$ cat config.mk
export PLATFORM = sky130hd
export DESIGN_NAME = grid_cell_mean_brightness
export DESIGN_NICKNAME = d
export VERILOG_FILES = /design/src/rtl/core/gcmb_pkg.sv /design/src/rtl/core/gcmb_front.sv /design/src/rtl/core/gcmb_queue.sv /design/src/rtl/core/gcmb_back.sv /design/src/rtl/core/grid_cell_mean_brightness.sv
export SDC_FILE = /design/constraint.sdc
export NUM_CORES = 1
export LEC_CHECK = 0
export ABC_CLOCK_PERIOD_IN_PS = 5500
export BUFFER_PORTS_ARGS = -buffer_cell sky130_fd_sc_hd__buf_2
export CAP_MARGIN = 40
export CORE_ASPECT_RATIO = 1.25
export CORE_MARGIN = 1
export CORE_UTILIZATION = 59
export CTS_CLUSTER_DIAMETER = 30
export DETAILED_ROUTE_END_ITERATION = 10
export PLACE_DENSITY = 0.78
export SETUP_SLACK_MARGIN = 0.05
export SLEW_MARGIN = 0
export SYNTH_ARGS = -nofsm -noshare
export SYNTH_HDL_FRONTEND = slang
export SYNTH_SLANG_ARGS = --single-unit
$ cat constraint.sdc
create_clock -name clk -period 5.5 [get_ports clk]
set_input_delay 0.275 -clock clk [delete_from_list [all_inputs] [get_ports clk]]
set_output_delay 0.275 -clock clk [all_outputs]
set_load 0.05 [all_outputs]
$ cat src/rtl/core/gcmb_pkg.sv
// gcmb_pkg: shared constants, types and state encodings for the grid cell mean block
// used by gcmb_front, gcmb_queue, gcmb_back and grid_cell_mean_brightness
`default_nettype none

package gcmb_pkg;

  // frame and grid geometry
  localparam int FRAME_WIDTH  = 160;
  localparam int FRAME_HEIGHT = 120;
  localparam int GRID_COLUMNS = 8;
  localparam int GRID_ROWS    = 8;

  localparam int CELL_W = (FRAME_WIDTH / GRID_COLUMNS) > 0 ? (FRAME_WIDTH / GRID_COLUMNS) : 1;
  localparam int CELL_H = (FRAME_HEIGHT / GRID_ROWS) > 0 ? (FRAME_HEIGHT / GRID_ROWS) : 1;
  localparam int CELL_PIXELS = CELL_W * CELL_H;

  // field widths
  localparam int PIXEL_W = 8;
  localparam int INDEX_W = 6;
  localparam int MEAN_W  = 8;
  localparam int SUM_W   = 17;

  // counter widths
  localparam int X_W   = FRAME_WIDTH > 1 ? $clog2(FRAME_WIDTH) : 1;
  localparam int Y_W   = FRAME_HEIGHT > 1 ? $clog2(FRAME_HEIGHT) : 1;
  localparam int XIN_W = CELL_W > 1 ? $clog2(CELL_W) : 1;
  localparam int YIN_W = CELL_H > 1 ? $clog2(CELL_H) : 1;
  localparam int COL_W = GRID_COLUMNS > 1 ? $clog2(GRID_COLUMNS) : 1;
  localparam int ROW_W = GRID_ROWS > 1 ? $clog2(GRID_ROWS) : 1;

  localparam logic [X_W-1:0]   X_LAST   = X_W'(FRAME_WIDTH - 1);
  localparam logic [Y_W-1:0]   Y_LAST   = Y_W'(FRAME_HEIGHT - 1);
  localparam logic [XIN_W-1:0] XIN_LAST = XIN_W'(CELL_W - 1);
  localparam logic [YIN_W-1:0] YIN_LAST = YIN_W'(CELL_H - 1);
  localparam logic [COL_W-1:0] COL_LAST = COL_W'(GRID_COLUMNS - 1);
  localparam logic [ROW_W-1:0] ROW_LAST = ROW_W'(GRID_ROWS - 1);

  // mean by reciprocal multiply: floor(s / CELL_PIXELS) = (s * DIV_MULT) >> DIV_SHIFT,
  // exact for every 17-bit sum since SUM_MAX * rounding error stays below 2^DIV_SHIFT
  localparam int DIV_SHIFT = 26;
  localparam longint DIV_MULT_L = ((64'd1 << DIV_SHIFT) + CELL_PIXELS - 1) / CELL_PIXELS;
  localparam int MULT_W = $clog2(DIV_MULT_L + 1);
  localparam int PROD_W = SUM_W + MULT_W;
  localparam int QUOT_W = PROD_W - DIV_SHIFT;
  localparam logic [MULT_W-1:0] DIV_MULT = MULT_W'(DIV_MULT_L);
  localparam logic [QUOT_W-1:0] MEAN_MAX = QUOT_W'((1 << MEAN_W) - 1);

  // queue between front and back
  localparam int QUEUE_DEPTH = 4;
  localparam int QPTR_W = $clog2(QUEUE_DEPTH);

  // one classified pixel
  typedef struct packed {
    logic [PIXEL_W-1:0] pixel;
    logic [COL_W-1:0]   col;
    logic [ROW_W-1:0]   row;
    logic               clear;
    logic               emit;
  } gcmb_item_t;

  typedef enum logic [1:0] {
    BK_ACCUM,
    BK_MUL,
    BK_OUT
  } gcmb_back_state_t;

endpackage

`default_nettype wire

$ cat src/rtl/core/gcmb_front.sv
// gcmb_front: pixel position tracking and classification into grid column, band and emit flag
// depends on gcmb_pkg
`default_nettype none

module gcmb_front (
  input  wire logic                        clk,
  input  wire logic                        rst,
  input  wire logic                        pixel_valid,
  output logic                             pixel_ready,
  input  wire logic [gcmb_pkg::PIXEL_W-1:0] pixel,
  input  wire logic                        frame_start,
  output logic                             push,
  output gcmb_pkg::gcmb_item_t             push_item,
  input  wire logic                        queue_full
);

  logic [gcmb_pkg::X_W-1:0]   x;
  logic [gcmb_pkg::Y_W-1:0]   y;
  logic [gcmb_pkg::XIN_W-1:0] xin;
  logic [gcmb_pkg::YIN_W-1:0] yin;
  logic [gcmb_pkg::COL_W-1:0] col;
  logic [gcmb_pkg::ROW_W-1:0] row;

  logic [gcmb_pkg::X_W-1:0]   x_cur;
  logic [gcmb_pkg::Y_W-1:0]   y_cur;
  logic [gcmb_pkg::XIN_W-1:0] xin_cur;
  logic [gcmb_pkg::YIN_W-1:0] yin_cur;
  logic [gcmb_pkg::COL_W-1:0] col_cur;
  logic [gcmb_pkg::ROW_W-1:0] row_cur;
  logic                       line_end;
  logic                       emit;

  // start of frame forces the position of this pixel to the origin
  always_comb begin
    x_cur   = frame_start ? '0 : x;
    y_cur   = frame_start ? '0 : y;
    xin_cur = frame_start ? '0 : xin;
    yin_cur = frame_start ? '0 : yin;
    col_cur = frame_start ? '0 : col;
    row_cur = frame_start ? '0 : row;
  end

  // band ends at the last line of a cell row, or at the frame's last line
  assign line_end = (x_cur == gcmb_pkg::X_LAST);
  assign emit = line_end && ((y_cur == gcmb_pkg::Y_LAST) ||
                ((row_cur != gcmb_pkg::ROW_LAST) && (yin_cur == gcmb_pkg::YIN_LAST)));

  assign pixel_ready = !queue_full;
  assign push        = pixel_valid && pixel_ready;

  always_comb begin
    push_item.pixel = pixel;
    push_item.col   = col_cur;
    push_item.row   = row_cur;
    push_item.clear = frame_start;
    push_item.emit  = emit;
  end

  // position counters, columns and rows clamp at the last cell
  always_ff @(posedge clk) begin
    if (rst) begin
      x   <= '0;
      y   <= '0;
      xin <= '0;
      yin <= '0;
      col <= '0;
      row <= '0;
    end else if (push) begin
      if (line_end) begin
        x   <= '0;
        xin <= '0;
        col <= '0;
        if (y_cur == gcmb_pkg::Y_LAST) begin
          y   <= '0;
          yin <= '0;
          row <= '0;
        end else begin
          y <= y_cur + 1'b1;
          if (yin_cur == gcmb_pkg::YIN_LAST) begin
            yin <= '0;
            row <= (row_cur != gcmb_pkg::ROW_LAST) ? row_cur + 1'b1 : row_cur;
          end else begin
            yin <= yin_cur + 1'b1;
            row <= row_cur;
          end
        end
      end else begin
        x <= x_cur + 1'b1;
        y   <= y_cur;
        yin <= yin_cur;
        row <= row_cur;
        if (xin_cur == gcmb_pkg::XIN_LAST) begin
          xin <= '0;
          col <= (col_cur != gcmb_pkg::COL_LAST) ? col_cur + 1'b1 : col_cur;
        end else begin
          xin <= xin_cur + 1'b1;
          col <= col_cur;
        end
      end
    end
  end

endmodule

`default_nettype wire

$ cat src/rtl/core/gcmb_queue.sv
// gcmb_queue: small first-in first-out buffer of classified pixels between front and back
// depends on gcmb_pkg
`default_nettype none

module gcmb_queue (
  input  wire logic                 clk,
  input  wire logic                 rst,
  input  wire logic                 push,
  input  wire gcmb_pkg::gcmb_item_t push_item,
  output logic                      full,
  input  wire logic                 pop,
  output gcmb_pkg::gcmb_item_t      head_item,
  output logic                      empty
);

  gcmb_pkg::gcmb_item_t          entries [gcmb_pkg::QUEUE_DEPTH];
  logic [gcmb_pkg::QPTR_W-1:0]   wr_ptr;
  logic [gcmb_pkg::QPTR_W-1:0]   rd_ptr;
  logic [gcmb_pkg::QPTR_W:0]     count;

  assign full      = (count == (gcmb_pkg::QPTR_W+1)'(gcmb_pkg::QUEUE_DEPTH));
  assign empty     = (count == '0);
  assign head_item = entries[rd_ptr];

  // storage write
  always_ff @(posedge clk) begin
    if (push) begin
      entries[wr_ptr] <= push_item;
    end
  end

  // pointers and fill count
  always_ff @(posedge clk) begin
    if (rst) begin
      wr_ptr <= '0;
      rd_ptr <= '0;
      count  <= '0;
    end else begin
      if (push) begin
        wr_ptr <= wr_ptr + 1'b1;
      end
      if (pop) begin
        rd_ptr <= rd_ptr + 1'b1;
      end
      if (push && !pop) begin
        count <= count + 1'b1;
      end else if (pop && !push) begin
        count <= count - 1'b1;
      end
    end
  end

endmodule

`default_nettype wire

$ cat src/rtl/core/gcmb_back.sv
// gcmb_back: per-column sum accumulation and band emission of cell means
// depends on gcmb_pkg
`default_nettype none

module gcmb_back (
  input  wire logic                         clk,
  input  wire logic                         rst,
  input  wire gcmb_pkg::gcmb_item_t         head_item,
  input  wire logic                         empty,
  output logic                              pop,
  output logic                              result_valid,
  input  wire logic                         result_ready,
  output logic [gcmb_pkg::INDEX_W-1:0]      cell_index,
  output logic [gcmb_pkg::MEAN_W-1:0]       cell_mean,
  output logic                              last_in_band
);

  gcmb_pkg::gcmb_back_state_t state;
  gcmb_pkg::gcmb_back_state_t state_next;

  logic [gcmb_pkg::SUM_W-1:0]  sums [gcmb_pkg::GRID_COLUMNS];
  logic [gcmb_pkg::COL_W-1:0]  idx;
  logic [gcmb_pkg::ROW_W-1:0]  band_row;
  logic [gcmb_pkg::PROD_W-1:0] prod;
  logic [gcmb_pkg::QUOT_W-1:0] quot;
  logic                        out_done;

  assign out_done = result_valid && result_ready;

  // state register
  always_ff @(posedge clk) begin
    if (rst) begin
      state <= gcmb_pkg::BK_ACCUM;
    end else begin
      state <= state_next;
    end
  end

  // next state and handshake outputs
  always_comb begin
    state_next   = state;
    pop          = 1'b0;
    result_valid = 1'b0;
    unique case (state)
      gcmb_pkg::BK_ACCUM: begin
        pop = !empty;
        if (!empty && head_item.emit) begin
          state_next = gcmb_pkg::BK_MUL;
        end
      end
      gcmb_pkg::BK_MUL: begin
        state_next = gcmb_pkg::BK_OUT;
      end
      gcmb_pkg::BK_OUT: begin
        result_valid = 1'b1;
        if (result_ready) begin
          state_next = (idx == gcmb_pkg::COL_LAST) ? gcmb_pkg::BK_ACCUM : gcmb_pkg::BK_MUL;
        end
      end
      default: begin
        state_next = gcmb_pkg::BK_ACCUM;
      end
    endcase
  end

  // column sums: saturating accumulate, or shift toward the output during emission
  always_ff @(posedge clk) begin
    logic [gcmb_pkg::SUM_W-1:0] base;
    logic [gcmb_pkg::SUM_W:0]   wide;
    if (rst) begin
      for (int i = 0; i < gcmb_pkg::GRID_COLUMNS; i++) begin
        sums[i] <= '0;
      end
    end else if (pop) begin
      for (int i = 0; i < gcmb_pkg::GRID_COLUMNS; i++) begin
        base = head_item.clear ? '0 : sums[i];
        wide = {1'b0, base} + (gcmb_pkg::SUM_W+1)'(head_item.pixel);
        if (head_item.col == gcmb_pkg::COL_W'(i)) begin
          sums[i] <= wide[gcmb_pkg::SUM_W] ? '1 : wide[gcmb_pkg::SUM_W-1:0];
        end else begin
          sums[i] <= base;
        end
      end
    end else if (out_done) begin
      for (int i = 0; i < gcmb_pkg::GRID_COLUMNS - 1; i++) begin
        sums[i] <= sums[i+1];
      end
      sums[gcmb_pkg::GRID_COLUMNS-1] <= '0;
    end
  end

  // emission bookkeeping and the reciprocal product of the leading sum
  always_ff @(posedge clk) begin
    if (rst) begin
      idx <= '0;
    end else if (pop && head_item.emit) begin
      idx <= '0;
    end else if (out_done) begin
      idx <= (idx == gcmb_pkg::COL_LAST) ? '0 : idx + 1'b1;
    end
  end

  always_ff @(posedge clk) begin
    if (pop && head_item.emit) begin
      band_row <= head_item.row;
    end
    if (state == gcmb_pkg::BK_MUL) begin
      prod <= gcmb_pkg::PROD_W'(sums[0]) * gcmb_pkg::PROD_W'(gcmb_pkg::DIV_MULT);
    end
  end

  // result fields
  assign quot         = prod[gcmb_pkg::PROD_W-1:gcmb_pkg::DIV_SHIFT];
  assign cell_mean    = (quot > gcmb_pkg::MEAN_MAX) ? '1 : quot[gcmb_pkg::MEAN_W-1:0];
  assign cell_index   = gcmb_pkg::INDEX_W'(int'(band_row) * gcmb_pkg::GRID_COLUMNS + int'(idx));
  assign last_in_band = (idx == gcmb_pkg::COL_LAST);

endmodule

`default_nettype wire

$ cat src/rtl/core/grid_cell_mean_brightness.sv
// grid_cell_mean_brightness: top level, front classifier, queue and accumulate/emit back end
// depends on gcmb_pkg, gcmb_front, gcmb_queue, gcmb_back
`default_nettype none

// Takes 8-bit pixels of a 160x120 frame in raster order, one per transfer, and
// emits the mean brightness of each 20x15 grid cell as a band of eight results
// at the last pixel of every band of cell rows (the last band also takes any
// clamped lines). The front end tracks the pixel position and classifies each
// pixel combinationally, so pixels are taken at one per clock while the four-entry
// queue has room. The back end adds one pixel per clock into the column sums while
// the queue is not empty; a band emission holds it for each result through a
// reciprocal multiply and then an output transfer, plus any stall on the result
// side, during which the front keeps filling the queue.
// Sustained rate is one pixel per clock outside those emission windows.
// frame_start on a pixel restarts the position counters and clears the sums.

module grid_cell_mean_brightness (
  input  wire logic                        clk,
  input  wire logic                        rst,
  input  wire logic                        pixel_valid,
  output logic                             pixel_ready,
  input  wire logic [gcmb_pkg::PIXEL_W-1:0] pixel,
  input  wire logic                        frame_start,
  output logic                             result_valid,
  input  wire logic                        result_ready,
  output logic [gcmb_pkg::INDEX_W-1:0]     cell_index,
  output logic [gcmb_pkg::MEAN_W-1:0]      cell_mean,
  output logic                             last_in_band
);

  gcmb_pkg::gcmb_item_t push_item;
  gcmb_pkg::gcmb_item_t head_item;
  logic                 push;
  logic                 pop;
  logic                 queue_full;
  logic                 queue_empty;

  // position tracking and classification
  gcmb_front u_front (
    .clk         (clk),
    .rst         (rst),
    .pixel_valid (pixel_valid),
    .pixel_ready (pixel_ready),
    .pixel       (pixel),
    .frame_start (frame_start),
    .push        (push),
    .push_item   (push_item),
    .queue_full  (queue_full)
  );

  // decoupling queue
  gcmb_queue u_queue (
    .clk       (clk),
    .rst       (rst),
    .push      (push),
    .push_item (push_item),
    .full      (queue_full),
    .pop       (pop),
    .head_item (head_item),
    .empty     (queue_empty)
  );

  // accumulation and band emission
  gcmb_back u_back (
    .clk          (clk),
    .rst          (rst),
    .head_item    (head_item),
    .empty        (queue_empty),
    .pop          (pop),
    .result_valid (result_valid),
    .result_ready (result_ready),
    .cell_index   (cell_index),
    .cell_mean    (cell_mean),
    .last_in_band (last_in_band)
  );

endmodule

`default_nettype wire
# [Yosys cells after proc, flatten, opt, wreduce, memory -nomap -nowiden]
# Memories as Yosys holds them, arrays and structs flattened. A register that Yosys moved wholly into a read port is not among the register bits.
# Cells that the tools add are included.
[word_totals] ff_bits=80 mem_count=2 ram_bits=200 out_inout_bits=17 wordCells=244
[op_classes] bitwise_logic=24 n_eq_ne=19 reduce_logical=19 order_cmp=1 mul=1 n_mux=145 n_addsub=20
[mem_list] memory="u_back.sums" words=8 width=17 rd=8 rd_ports_with_merged_regs=0 write_ports=8 line_no="gcmb_back.sv:21" text="logic [gcmb_pkg::SUM_W-1:0] sums [gcmb_pkg::GRID_COLUMNS];"
[mem_list] memory="u_queue.entries" words=4 width=16 rd=1 rd_ports_with_merged_regs=1 write_ports=1 line_no="gcmb_queue.sv:16" text="gcmb_pkg::gcmb_item_t entries [gcmb_pkg::QUEUE_DEPTH];"
[ops] cell="2-to-1 mux 17 bit" count=40
[ops] cell="adder 17 x 8 -> 18 bit" count=8
[ops] cell="2-to-1 mux 1 bit" count=75
[ops] cell="2-to-1 mux 3 bit" count=12
[ops] cell="multiplier 17 x 18 -> 35 bit (second input constant)" count=1
[ops] cell="2-to-1 mux 8 bit" count=3
[ops] cell="bitwise OR 1 bit" count=24
[ops] cell="2-to-1 mux 7 bit" count=3
[ops] cell="== test 3 bit (second input constant)" count=6
[ops] cell="2-to-1 mux 4 bit" count=4
[ops] cell="2-to-1 mux 5 bit" count=3
[ops] cell="adder 3 x 1 -> 3 bit (second input constant)" count=4
[ops] cell="> comparator 9 x 8 -> 1 bit (second input constant)" count=1
[ops] cell="adder 8 x 1 -> 8 bit (second input constant)" count=1
[ops] cell="== test 8 bit (second input constant)" count=1
[ops] cell="logical AND 1 bit" count=8
[ops] cell="2-to-1 mux 2 bit" count=4
[ops] cell="adder 7 x 1 -> 7 bit (second input constant)" count=1
[ops] cell="== test 7 bit (second input constant)" count=1
[ops] cell="adder 6 x 3 -> 6 bit" count=1
[ops] cell="== test 3 x 2 -> 1 bit (second input constant)" count=2
[ops] cell="logical NOT 3 bit" count=2
[ops] cell="inequality test 3 bit (second input constant)" count=2
[ops] cell="one-hot mux 2 bit (3 select lines)" count=1
[ops] cell="17 further kinds" count=21

# [Logic depth before layout (Yosys ltp)]
[logic_depth] depth_word=9 depth_mapped=21

# [Hierarchy]
# From an unflattened synthesis, not the netlist that was laid out.
[hier_totals] hier_cells=2183 hier_area_um2=21485.6
[by_module_without_submodules] mod="gcmb_back" cells_each=1826 seq_area_each_um2=4374.2 instances=1 area_per_inst_um2=16873.7
[by_module_without_submodules] mod="gcmb_queue" cells_each=128 seq_area_each_um2=2102.0 instances=1 area_per_inst_um2=2775.2
[by_module_without_submodules] mod="gcmb_front" cells_each=229 seq_area_each_um2=600.6 instances=1 area_per_inst_um2=1836.8

# [Worst setup path after synthesis]
# No wires, ideal clock.
[synth_timing] path_type="reg2reg" start="memory u_back.sums[0][15] in the netlist's numbering" end="register u_back.prod[34] in the netlist's numbering, data pin" setup_ps=258 path_buffers=0 synth_period_minus_slack_ps=5565 t_arrival_ps=5307 stages_incl_launch_ff=20 required_time_ps=5242 setup_slack_ps=-65 cell_sequence="edfxtp_1 -> fa_1 -> fa_1 -> inv_1 -> fa_1 -> fa_1 -> inv_1 -> fa_1 -> inv_1 -> fa_1 -> inv_1 -> ha_1 -> nand2_1 -> nor3_1 -> a221oi_1 -> o211ai_1 -> nand4_1 -> o21ai_0 -> o31a_1 -> xnor2_1"
[synth_lines] element="from (decl)" line_no="gcmb_back.sv:21"
[synth_lines] element="to (signal assigned)" line_no="gcmb_back.sv:108" text="prod <= gcmb_pkg::PROD_W'(sums[0]) * gcmb_pkg::PROD_W'(gcmb_pkg::DIV_MULT);"
[synth_lines] element="to (decl)" line_no="gcmb_back.sv:24" text="logic [gcmb_pkg::PROD_W-1:0] prod;"

==> flow_summary.yaml <==
sta:
  fin_setup_tns_ns: -0.984
  relSlewSlack_pct: 37.3
  setup_ws_ns: -0.213
  finalCriticalPeriod_ns: 5.71
  hold_violations: 0
  finClkSkew_ns: 0.0352
  setup_viol: 7
  drv_slew: 0
  timing.fmax_ghz: 0.175
  tightest_slew_ns: 0.937
  grt_setup_unrepaired: "true"
  period_share_pct: 104
place:
  placedCellCount: 2633
  dp.final_hpwl_mm: 38.5
  dp_slack_ns: -0.238
  io_buffer_count: 29
  globalplace.congestion: 0.948
critical_path:
  cpMaxStageDelayCell: "fa_1"
  worstRegToRegCells: 24
  cp-start-kind: "register"
  rrSetupSlack_ns: -0.21
  critPathLaunch: "u_back.sums[0][6]"
  path_cells: "buf_6, fa_1, inv_2, fa_1, inv_2, ha_4, inv_2, fa_1, inv_1, fa_1, inv_2, fa_1, inv_2, ha_4, or3_4, nor3_4, buf_6, o211ai_1, nand4_1, buf_4, buf_4, nand2_2, buf_4, xor2_1"
  critical_path_required_ns: 5.80
  crit_fanout: 3
  critPathCapture: "u_back.prod[29]"
  cp.arrival_ns: 6.02
  critPathCaptureType: "register"
  slowest_delay_ns: 0.53
  reg2reg_to: "u_back.prod[29]"
  regToRegStartpoint: "u_back.sums[0][6]"
  path_class: "register to register"
run:
  drv_cap: 0
logic_synthesis:
  synth_adder_area_share_pct: 23.4
  yosysSeqAreaShare_pct: 33.9
  synth_ff_type: "edfxtp_1"
  synth-xor-area-share_pct: 4.41
  synth_seq_cells: 256
  ys_types: 86
  synthMuxAreaShare_pct: 2.32
  synth_top_area_share_pct: 28.1
  yosys-top-cells-area: "edfxtp_1 28%, ha_1 13%, fa_1 11%"
  syn_inst: 2146
  synth_area_um2: 20900
  synth_edf_count: 195
  synth_warnings: 0
  synth-simple-area-share_pct: 16.5
  postSynthAreaPerCell_um2: 9.72
  synth_top_family_by_area: "adder cells"
  synth_compound_area_share_pct: 14.2
  syn_nets: 2483
  synth_top_area_cell: "edfxtp_1"
  synthArstFlopShare_pct: 0
floorplan:
  num_rows: 76
  core_area_um2: 34600
  start_util_pct: 60.2
  ios: 30
  dieArea_um2: 36100
  die_x_um: 170
  die_h_um: 212
grt:
  overflow: 0
  grt_max_degree: 71
  grt_pass1_wl_mm: 89.1
  grtUsageMet1_pct: 37.0
  grt_util_met3_pct: 4.37
  grt_pass1_vias: 17500
  grt_use_met2_pct: 55.3
  grt_antenna_before_repair: 0
  grt.busiest_layer: "met2"
  grt_usage_pct: 31.4
hold_path:
  hp-class: "input port to register"
routing:
  routed_via_density: 6.21
  antenna_left: 0
  firstDrtPassIters: 6
  drc: 0
  drtIter0Drc: 1519
  num_vias: 17100
  wl_per_cell_um: 20.2
  wl_mm: 55.7
clocking:
  cts_tree: "built"
  path_clk_slew_ns: 0.06
  htreeDepth: 2
  cts_made_buffers: 46
  cts_max_path_buffers: 3
  insertion_delay_ns: 0.58
  root_buffer: "clkbuf_16"
  clock-sinks: 256
final_layout:
  num_antenna_cells: 0
  drive_gt1_share_pct: 14.2
  most-common-layout-cells: "219 x nand2_1, 197 x inv_1, 195 x edfxtp_1"
  fin_nets: 2593
  fin_util_pct: 69.8
  final_cells: 2761
  syn2layout_area_growth_pct: 15.9
  layout_commonest_cell: "nand2_1"
outcome:
  status: "finished, violations left"
  violations: "setup timing"
==> cell families after synthesis <==
logic type / after synthesis
xor+xnor: 105
flops: 256
buf+inv: 284
fa+ha+maj: 324
mux: 28
simple gates: 686
compound gates: 463
==> area by class of cell <==
cell class | instances | area [um^2]
multi-input combinational | 1606 | 13100
fill | 2551 | 10500
sequential | 256 | 7080
clock buffer | 56 | 1230
timing repair buffer | 136 | 1020
inverter | 210 | 788
tap | 468 | 586
clock inverter | 29 | 375
==> per-layer routing <==
metal | vias to the layer above | part of all wire (%)
met1 | 8352 | 38
met5 | - | 0
li1 | 7871 | -
met2 | 703 | 51
met3 | 209 | 5.8
met4 | 0 | 5.3
==> how the worst min path moves through the flow <==
stage	startpoint	cells past startpoint	end
3_5_place_dp	u_front.row[1]	1	u_front.row[1]
6_report	result_ready	4	u_back.state[1]
4_1_cts	result_ready	4	u_back.state[1]
5_1_grt	result_ready	4	u_back.state[1]
2_1_floorplan	pixel[2]	0	u_queue.entries[0][10]
3_3_place_gp	u_front.x[1]	2	u_front.x[1]
==> synth_stat cells, drive strengths merged, types with 12 or more instances <==
library cell    n
fa            111
o221ai         22
a31oi          15
a21o           21
a211oi         16
or2            18
and3           24
a22oi          12
mux4           16
nor4           13
nand4          23
ha            213
nor2          133
edfxtp        195
nor3           55
clkbuf         58
nor2b          82
o21ai         117
buf            16
a22o           15
o211ai         25
nand2b         27
inv           210
or3            18
nand2         224
o21bai         13
nand3          43
o21a           17
xnor2          69
xor2           36
dfxtp          61
a21oi         133
==> worst max-delay path, delay by kind of cell (launching register included) <==
family | cells | cell delay, ns
compound gates | 1 | 0.20
buf+inv | 11 | 0.95
fa+ha+maj | 7 | 2.94
flops | 1 | 0.47
xor+xnor | 1 | 0.13
simple gates | 4 | 0.79
==> repair_timing <==
item                       4_1_cts  5_1_grt
pin swaps                       48       29
hold buffers                     8        0
setup endpoints to repair        8       21
gates cloned                     0        0
resized for setup               38       38
hold endpoints to repair        32        0
buffers inserted                30        6
==> through the flow <==
step           instance area, um^2  hold WS [ns]
3_5_place_dp                 21800         0.450
3_3_place_gp                 21800         0.449
5_1_grt                      24200        0.0557
4_1_cts                      23900        0.0202
2_1_floorplan                20900         0.374
6_report                     24200        0.0334
==> sequential cells by signal (all words and copies together), names as in the netlist, named ones only <==
signal / count
u_back.idx: 3
u_back.sums: 136
u_front.x: 8
u_queue.wr_ptr: 2
u_queue.rd_ptr: 2
u_back.prod: 9
u_front.row: 3
u_back.state: 2
u_front.col: 3
u_back.band_row: 3
u_queue.count: 3
u_front.xin: 5
u_front.yin: 4
u_front.y: 7
u_queue.entries: 64
Power is left out: the tool's default activity adds up to more than one toggle a clock period on the data nets, which glitch-free logic cannot reach.
